**src/design/skvl_pkg.sv**
```systemverilog
// Shared types and codes of the sorted key/value lookup unit.
package skvl_pkg;

  localparam int KEY_W = 16;
  localparam int BAL_W = 32;
  localparam int LIMIT_W = 31;

  localparam logic [LIMIT_W-1:0] LIMIT_RESET = 31'd10000;

  // Action codes carried on the input tuser
  localparam logic [1:0] ACT_CLEAR  = 2'd0;
  localparam logic [1:0] ACT_LOAD   = 2'd1;
  localparam logic [1:0] ACT_LOOKUP = 2'd2;

  // Status codes carried on the output tuser
  localparam logic [1:0] ST_DONE  = 2'd0;
  localparam logic [1:0] ST_FULL  = 2'd1;
  localparam logic [1:0] ST_FOUND = 2'd2;
  localparam logic [1:0] ST_MISS  = 2'd3;

  // Insert command broadcast to every cell
  typedef struct packed {
    logic             en;
    logic [KEY_W-1:0] id;
    logic [BAL_W-1:0] bal;
  } skvl_ins_t;

  // Search token handed from cell to cell
  typedef struct packed {
    logic             resolved;
    logic             hit;
    logic [KEY_W-1:0] id;
    logic [BAL_W-1:0] bal;
  } skvl_tok_t;

endpackage

```
**src/design/sorted_key_value_lookup_unit.sv**
```systemverilog
// Latency: clear and load results appear the cycle after the input transfer.
// A lookup result passes along the row of TABLE_DEPTH cells, the search token
// stepping one cell per cycle, then into the output register. One clear or load
// per cycle unless the output stalls; a lookup blocks input until its token exits.
// Reset empties the table (fill count to zero), drops any token and result,
// and sets the credit limit to 10000.
module sorted_key_value_lookup_unit #(
  parameter int TABLE_DEPTH = 16
) (
  input  logic        clk,
  input  logic        rst,
  input  logic        s_tvalid,
  output logic        s_tready,
  input  logic [47:0] s_tdata,   // cust_id [15:0], balance_in [47:16]
  input  logic [1:0]  s_tuser,   // action [1:0]
  output logic        m_tvalid,
  input  logic        m_tready,
  output logic [39:0] m_tdata,   // balance_out [31:0], over_limit [32], zero [39:33]
  output logic [1:0]  m_tuser,   // status [1:0]
  input  logic        cfg_valid,
  output logic        cfg_ready,
  input  logic [30:0] cfg_data   // credit_limit [30:0]
);
  import skvl_pkg::*;

  localparam int CW = $clog2(TABLE_DEPTH + 1);

  logic [CW-1:0]      count;
  logic [LIMIT_W-1:0] credit_limit;
  logic               busy;
  logic               accept;
  logic               full;
  logic [KEY_W-1:0]   in_id;
  logic [BAL_W-1:0]   in_bal;
  skvl_ins_t          ins;
  skvl_tok_t          tok_head;

  logic               cell_gt  [TABLE_DEPTH];
  logic [KEY_W-1:0]   cell_key [TABLE_DEPTH];
  logic [BAL_W-1:0]   cell_bal [TABLE_DEPTH];
  logic               tok_v    [TABLE_DEPTH];
  skvl_tok_t          tok      [TABLE_DEPTH];

  logic               last_v;
  skvl_tok_t          last_tok;
  logic               over;
  logic [BAL_W-1:0]   out_bal;
  logic               out_over;
  logic [1:0]         out_status;

  assign in_id     = s_tdata[KEY_W-1:0];
  assign in_bal    = s_tdata[KEY_W+BAL_W-1:KEY_W];
  assign full      = count == CW'(TABLE_DEPTH);
  assign s_tready  = !busy && (!m_tvalid || m_tready);
  assign accept    = s_tvalid && s_tready;
  assign cfg_ready = 1'b1;

  assign ins.en  = accept && (s_tuser == ACT_LOAD) && !full;
  assign ins.id  = in_id;
  assign ins.bal = in_bal;

  assign tok_head.resolved = 1'b0;
  assign tok_head.hit      = 1'b0;
  assign tok_head.id       = in_id;
  assign tok_head.bal      = '0;

  // Build the row of cells
  for (genvar i = 0; i < TABLE_DEPTH; i++) begin : g_cell
    if (i == 0) begin : g_head
      skvl_cell #(.TABLE_DEPTH(TABLE_DEPTH), .IDX(i), .CW(CW)) u_cell (
        .clk          (clk),
        .rst          (rst),
        .count        (count),
        .ins          (ins),
        .prev_gt      (1'b0),
        .prev_key     ({KEY_W{1'b0}}),
        .prev_bal     ({BAL_W{1'b0}}),
        .gt           (cell_gt[i]),
        .key          (cell_key[i]),
        .bal          (cell_bal[i]),
        .tok_in_valid (accept && (s_tuser == ACT_LOOKUP)),
        .tok_in       (tok_head),
        .tok_out_valid(tok_v[i]),
        .tok_out      (tok[i])
      );
    end else begin : g_body
      skvl_cell #(.TABLE_DEPTH(TABLE_DEPTH), .IDX(i), .CW(CW)) u_cell (
        .clk          (clk),
        .rst          (rst),
        .count        (count),
        .ins          (ins),
        .prev_gt      (cell_gt[i-1]),
        .prev_key     (cell_key[i-1]),
        .prev_bal     (cell_bal[i-1]),
        .gt           (cell_gt[i]),
        .key          (cell_key[i]),
        .bal          (cell_bal[i]),
        .tok_in_valid (tok_v[i-1]),
        .tok_in       (tok[i-1]),
        .tok_out_valid(tok_v[i]),
        .tok_out      (tok[i])
      );
    end
  end

  assign last_v   = tok_v[TABLE_DEPTH-1];
  assign last_tok = tok[TABLE_DEPTH-1];
  assign over     = last_tok.hit &&
                    ($signed(last_tok.bal) > $signed({1'b0, credit_limit}));

  // Hold the credit limit
  always_ff @(posedge clk) begin
    if (rst) begin
      credit_limit <= LIMIT_RESET;
    end else if (cfg_valid && cfg_ready) begin
      credit_limit <= cfg_data;
    end
  end

  // Track the fill count and an outstanding lookup
  always_ff @(posedge clk) begin
    if (rst) begin
      count <= '0;
      busy  <= 1'b0;
    end else begin
      if (accept && (s_tuser == ACT_CLEAR)) begin
        count <= '0;
      end else if (ins.en) begin
        count <= count + CW'(1);
      end
      if (accept && (s_tuser == ACT_LOOKUP)) begin
        busy <= 1'b1;
      end else if (last_v) begin
        busy <= 1'b0;
      end
    end
  end

  // Load the output register from a direct result or a finished token
  always_ff @(posedge clk) begin
    if (rst) begin
      m_tvalid <= 1'b0;
    end else if ((accept && (s_tuser != ACT_LOOKUP)) || last_v) begin
      m_tvalid <= 1'b1;
    end else if (m_tready) begin
      m_tvalid <= 1'b0;
    end
  end

  always_ff @(posedge clk) begin
    if (last_v) begin
      out_status <= last_tok.hit ? ST_FOUND : ST_MISS;
      out_bal    <= last_tok.bal;
      out_over   <= over;
    end else if (accept && (s_tuser != ACT_LOOKUP)) begin
      out_status <= (s_tuser == ACT_LOAD && full) ? ST_FULL : ST_DONE;
      out_bal    <= '0;
      out_over   <= 1'b0;
    end
  end

  assign m_tuser = out_status;
  assign m_tdata = {7'b0, out_over, out_bal};

endmodule

```
**src/design/skvl_cell.sv**
```systemverilog
// One table cell: holds an entry, shifts on insert, resolves a passing search token.
module skvl_cell #(
  parameter int TABLE_DEPTH = 16,
  parameter int IDX = 0,
  parameter int CW = $clog2(TABLE_DEPTH + 1)
) (
  input  logic                     clk,
  input  logic                     rst,
  input  logic [CW-1:0]            count,
  input  skvl_pkg::skvl_ins_t      ins,
  input  logic                     prev_gt,
  input  logic [skvl_pkg::KEY_W-1:0] prev_key,
  input  logic [skvl_pkg::BAL_W-1:0] prev_bal,
  output logic                     gt,
  output logic [skvl_pkg::KEY_W-1:0] key,
  output logic [skvl_pkg::BAL_W-1:0] bal,
  input  logic                     tok_in_valid,
  input  skvl_pkg::skvl_tok_t      tok_in,
  output logic                     tok_out_valid,
  output skvl_pkg::skvl_tok_t      tok_out
);
  import skvl_pkg::*;

  logic      in_use;
  logic      at_end;
  skvl_tok_t tok_next;

  assign in_use = CW'(IDX) < count;
  assign at_end = CW'(IDX) == count;
  assign gt     = in_use && (key > ins.id);

  // Take the left neighbor on a shift, or the new pair at the insert point
  always_ff @(posedge clk) begin
    if (ins.en) begin
      if (prev_gt) begin
        key <= prev_key;
        bal <= prev_bal;
      end else if (gt || at_end) begin
        key <= ins.id;
        bal <= ins.bal;
      end
    end
  end

  // Resolve the token at the first equal id, first greater id or end of table
  always_comb begin
    tok_next = tok_in;
    if (!tok_in.resolved) begin
      if (!in_use) begin
        tok_next.resolved = 1'b1;
      end else if (key == tok_in.id) begin
        tok_next.resolved = 1'b1;
        tok_next.hit      = 1'b1;
        tok_next.bal      = bal;
      end else if (key > tok_in.id) begin
        tok_next.resolved = 1'b1;
      end
    end
  end

  // Advance the token one cell per cycle
  always_ff @(posedge clk) begin
    if (rst) begin
      tok_out_valid <= 1'b0;
    end else begin
      tok_out_valid <= tok_in_valid;
    end
  end

  always_ff @(posedge clk) begin
    tok_out <= tok_next;
  end

endmodule

```
**config.mk**
```make
export PLATFORM = sky130hd
export DESIGN_NAME = sorted_key_value_lookup_unit
export DESIGN_NICKNAME = d
export VERILOG_FILES = /design/src/design/skvl_pkg.sv /design/src/design/sorted_key_value_lookup_unit.sv /design/src/design/skvl_cell.sv
export SDC_FILE = /design/constraint.sdc
export NUM_CORES = 2
export LEC_CHECK = 0
export BUFFER_PORTS_ARGS = -buffer_cell sky130_fd_sc_hd__buf_2
export CAP_MARGIN = 10
export CELL_PAD_IN_SITES_DETAIL_PLACEMENT = 1
export CELL_PAD_IN_SITES_GLOBAL_PLACEMENT = 1
export CORE_MARGIN = 5
export CORE_UTILIZATION = 48
export CTS_CLUSTER_DIAMETER = 40
export DETAILED_ROUTE_END_ITERATION = 10
export PLACE_DENSITY_LB_ADDON = 0.1
export SYNTH_ARGS = -nofsm -noshare
export SYNTH_HDL_FRONTEND = slang
export SYNTH_HIERARCHICAL = 1
export SYNTH_SLANG_ARGS = --single-unit
```
**constraint.sdc**
```tcl
create_clock -name clk -period 7.71 [get_ports clk]
set_clock_uncertainty 0.2 [all_clocks]
set_input_delay 1.542 -clock clk [delete_from_list [all_inputs] [get_ports clk]]
set_output_delay 1.542 -clock clk [all_outputs]
set_load 0.005 [all_outputs]
```
== Word level (Yosys, flattened, before mapping) ==
Cells that the tools add are included.

* Output and inout port bits: 45
* Word-level logic and storage cells: 492
* Input port bits: 86
* Bits in registers: 1,640

* Reductions and logical operators: 99
* Equal/unequal tests: 35
* Bitwise logic cells: 15
* $lt $le $gt $ge: 47
* $add $sub $neg: 1
* Mux-type cells: 178

{| class="wikitable"
|+ Operator list
! operator !! number
|-
| 32-bit 2-to-1 mux || 77
|-
| 16-bit greater-than comparator || 30
|-
| 16-bit 2-to-1 mux || 30
|-
| 16-bit == test || 16
|-
| 1-bit 2-to-1 mux || 69
|-
| 3-bit OR reduction || 14
|-
| 4-bit by 5-bit == test with 1-bit output, first input constant || 8
|-
| 4-bit by 5-bit < comparator with 1-bit output, first input constant || 8
|-
| 2-bit nonzero test || 18
|-
| 2-bit AND reduction || 17
|-
| 32-bit greater-than comparator || 1
|-
| 1-bit logical AND || 25
|-
| 3-bit by 5-bit == test with 1-bit output, first input constant || 4
|-
| 3-bit by 5-bit < comparator with 1-bit output, first input constant || 4
|-
| 1-bit logical OR || 18
|-
| 1-bit inverter || 15
|-
| 2-bit by 5-bit == test with 1-bit output, first input constant || 2
|-
| 1-bit by 5-bit < comparator with 1-bit output, first input constant || 2
|-
| 2-bit by 5-bit < comparator with 1-bit output, first input constant || 2
|-
| 5-bit by 1-bit adder with 5-bit output, second input constant || 1
|-
| 1-bit by 5-bit == test with 1-bit output, first input constant || 1
|-
| 5-bit == test, second input constant || 1
|-
| 5-bit zero test || 1
|-
| 2-bit 2-to-1 mux || 2
|-
| 6 further kinds || 9
|}

== Depth between registers and ports, before layout ==
* Word-level depth: 7
* Mapped depth: 12
* Depth with buffers taken out: 11

== By module ==
The synthesis kept the hierarchy.

{| class="wikitable"
|+ Modules (own cells, without submodules)
! module !! area each (µm²) !! seq. area each (µm²) !! cells each !! instances
|-
| skvl_cell (g_cell[2].g_body.u_cell) || 4,426.7 || 2,462.4 || 329 || 1
|-
| skvl_cell (g_cell[8].g_body.u_cell) || 4,420.5 || 2,462.4 || 327 || 1
|-
| skvl_cell (g_cell[12].g_body.u_cell) || 4,409.2 || 2,462.4 || 331 || 1
|-
| skvl_cell (g_cell[4].g_body.u_cell) || 4,406.7 || 2,462.4 || 331 || 1
|-
| skvl_cell (g_cell[6].g_body.u_cell) || 4,406.7 || 2,462.4 || 329 || 1
|-
| skvl_cell (g_cell[10].g_body.u_cell) || 4,403.0 || 2,462.4 || 326 || 1
|-
| skvl_cell (g_cell[0].g_head.u_cell) || 4,399.2 || 2,462.4 || 328 || 1
|-
| skvl_cell (g_cell[14].g_body.u_cell) || 4,394.2 || 2,462.4 || 327 || 1
|-
| skvl_cell (g_cell[1].g_body.u_cell) || 4,391.7 || 2,462.4 || 327 || 1
|-
| skvl_cell (g_cell[5].g_body.u_cell) || 4,386.7 || 2,462.4 || 323 || 1
|-
| skvl_cell (g_cell[15].g_body.u_cell) || 4,380.5 || 2,462.4 || 325 || 1
|-
| skvl_cell (g_cell[13].g_body.u_cell) || 4,379.2 || 2,462.4 || 321 || 1
|-
| skvl_cell (g_cell[3].g_body.u_cell) || 4,371.7 || 2,462.4 || 329 || 1
|-
| skvl_cell (g_cell[11].g_body.u_cell) || 4,362.9 || 2,462.4 || 329 || 1
|-
| +3 rows || - || - || - || -
|}

== Worst setup path after synthesis ==
OpenSTA, ideal clock, no wires.

* Path type: input to register
* Start: input port s_tdata[15]
* End: register g_cell[3].g_body.u_cell/bal[0] in the netlist's numbering (enable)
* Stages: 9
* Library setup time: 0.541 ns
* Buffers on the path: 1
* Data required time: 6.969 ns
* Setup slack: -0.013 ns
* Data arrival time: 6.982 ns
* Cells stage by stage: inv_1 > ha_1 > nand4_1 > a2111o_1 > a311oi_1 > clkbuf_1 > a31o_2 > o21ba_2 > a311oi_1

{| class="wikitable"
|+ RTL lines
! what !! RTL line !! text
|-
| from (decl) || sorted_key_value_lookup_unit.sv:14 || <nowiki>input logic [47:0] s_tdata,</nowiki>
|-
| to (signal assigned) || skvl_cell.sv:37 || <nowiki>bal <= prev_bal;</nowiki>
|-
| to (signal assigned) || skvl_cell.sv:40 || <nowiki>bal <= ins.bal;</nowiki>
|-
| to (decl) || skvl_cell.sv:16 || <nowiki>output logic [skvl_pkg::BAL_W-1:0] bal,</nowiki>
|}

==> results.ini <==
[run_status]
status=completed

[sta]
max_freq_mhz=193
setup_viol=0
rsz0062_at_grt=false
slew_headroom_pct=19.1
fin_crit_ns=5.17
tns_ns=0
tightest_slew_ns=1.21
min_period_over_period_pct=67.1
finalHoldViolations=0
maxSlewViolCount=0

[detailed_routing]
routed_via_density=5.13
vias=41521
drt_iter0_drc=1579
antenna_left=0
remaining_drc_errors=0
wirelength_mm=162
wire_per_inst_um=20.0
dr.pass1.iters=5

[worst_setup_path]
critical_path_class=input pin to flip-flop
start_kind=input pin
crit_required_ns=7.95
end_kind=flip-flop
cp.arrival_ns=5.42
r2r_slack_ns=3.44
critPathMaxFanout=64

[power]
irDropWorstVdd_mv=0.219
p_int_w=0.0164
seq_power_share_pct=44.9
powerDensity_mw_per_mm2=251
clock_power_share_pct=50.3
cellLeakagePower_nw=35.3
swShare_pct=22.4
comb_power_share_pct=4.8
p_sw_w=0.00473

[finish]
syn_to_final_growth_pct=15.0
num-nets-final=6475
utilization_pct=55.5
fillers=15028
drive_above_1_share_pct=28.3

[grt]
grt_usage_pct=19.9
grt_pass1_wl_mm=259
grt_pass1_vias=45735
overflow=0
grt_antenna_before_repair=0
grt_max_degree=65

[clocking]
cts_resized=0
clk_latency_ns=0.83
post-cts-setup-buffers=0
root_buffer=clkbuf_16
max-clock-path-buffers=3
clk_pin_slew_ns=0.05
cts_hold_buf=0
cts_max_level=4
cts_tree=yes
numCtsBuffers=237
cts.sinks=1640

[floorplanning]
rows=143
core_mm2=0.152
initial_core_util_pct=48.2
io_pins=131
die_area_mm2=0.160
fp.dieH_um=400
die_w_um=400

[synthesis]
synth_warnings=6
synthesis.area_mm2=0.0732
syn_inst=5528
avgSynthCellArea_um2=13.2

[flow_run]
maxCapViolCount=0

[placed_design]
dpl.hpwl_mm=119
port_buffers=122
gp_congestion=0.882

[hold_path]
hold_path_class=flip-flop to flip-flop

-- final timing paths --
check / end / cells past startpoint / from
worst max-delay path: g_cell[6].g_body.u_cell/bal[19] / 14 / s_tdata[14]
worst min-delay path: g_cell[2].g_body.u_cell/tok_out[44] / 0 / g_cell[1].g_body.u_cell/tok_out[44]
worst max register to register: g_cell[6].g_body.u_cell/bal[19] / 12 / g_cell[5].g_body.u_cell/key[15]
worst min register to register: g_cell[2].g_body.u_cell/tok_out[44] / 0 / g_cell[1].g_body.u_cell/tok_out[44]
-- critical path, cell delays in order --
cell and delay [ns]:
buf_2 0.45, inv_1 0.13, ha_1 0.34, nand4_2 0.18, nor3_1 0.34, a21boi_0 0.28, a2111oi_2 0.13, nor2b_4 0.12
buf_4 0.54, inv_1 0.09, o41ai_1 0.10, o21ba_2 0.25, a311oi_4 0.27, buf_4 0.55
-- state kept, by name, summed over array words and instances (netlist names) --
register                            cells
credit_limit                           31
m_tvalid                                1
busy                                    1
g_cell.g_head.u_cell/tok_out           50
g_cell.g_body.u_cell/tok_out          733
g_cell.g_head.u_cell/bal               32
g_cell.g_body.u_cell/key              240
m_tuser                                 2
g_cell.g_head.u_cell/key               16
out_over                                1
out_bal                                32
g_cell.g_body.u_cell/tok_out_valid     15
g_cell.g_head.u_cell/tok_out_valid      1
count                                   5
g_cell.g_body.u_cell/bal              480
-- layout make-up --
cell class,count,area [um2],area share [%]
Antenna cell,1,2.50,0.00297
Clock buffer,302,6590,7.83
Clock inverter,150,1470,1.75
Inverter,560,2100,2.50
Multi-Input combinational cell,3236,29600,35.2
Sequential cell,1640,40900,48.6
Tap cell,2030,2540,3.02
Timing Repair Buffer,169,963,1.14
-- power by group through the flow --
stage | Combinational, W | Clock, W | Sequential, W
after floorplan | 0.000687 | 0 | 0.00963
after global placement | 0.000964 | 0 | 0.00966
after detailed placement | 0.00100 | 0 | 0.00967
after CTS | 0.00102 | 0.0109 | 0.00950
after global routing | 0.00113 | 0.0113 | 0.00951
final | 0.00102 | 0.0107 | 0.00949
-- stage by stage --
step,area (um2),hold WS (ns),setup WS [ns],power [W],std cells
after detailed placement,76100,0.137,1.80,0.0107,7635
after global routing,84100,0.150,2.44,0.0220,8087
final,84100,0.135,2.54,0.0212,8088
after CTS,84100,0.141,2.65,0.0214,8087
after global placement,76100,0.137,1.93,0.0106,7635
after floorplan,73500,0.131,0.0407,0.0103,5619
-- cells in the final DEF (no fill, tap or decap), types with 9 or more instances in the layout --
| cell type | n |
|---|---|
| a21o_1 | 44 |
| and2_1 | 35 |
| a211oi_1 | 16 |
| mux2_4 | 406 |
| clkbuf_8 | 22 |
| inv_1 | 560 |
| bufinv_16 | 13 |
| nand2b_1 | 25 |
| nand2_1 | 343 |
| o211ai_1 | 23 |
| clkbuf_1 | 34 |
| a21oi_1 | 202 |
| dfxtp_1 | 836 |
| conb_1 | 93 |
| nor4_1 | 14 |
| o21ai_0 | 307 |
| inv_4 | 11 |
| nand3_1 | 17 |
| o21a_1 | 11 |
| nand4_1 | 108 |
| clkbuf_16 | 246 |
| buf_2 | 122 |
| mux2i_1 | 28 |
| nor3_1 | 32 |
| clkinvlp_4 | 15 |
| clkinv_4 | 26 |
| nor2b_1 | 54 |
| clkinv_1 | 10 |
| mux2_2 | 632 |
| ha_1 | 545 |
| buf_4 | 47 |
| o31a_2 | 9 |
| nor2_1 | 94 |
| edfxtp_1 | 803 |
| clkinv_2 | 31 |
| inv_6 | 31 |
-- metal layers --
| layer | global-route usage, % | share of wire (%) |
|---|---|---|
| met4 | 7.17 | 3.4 |
| met3 | 3.02 | 2.9 |
| met5 | 0 | 0 |
| met1 | 26.2 | 46 |
| met2 | 33.5 | 47 |
Note: power is estimated with default switching activity, not from simulation.
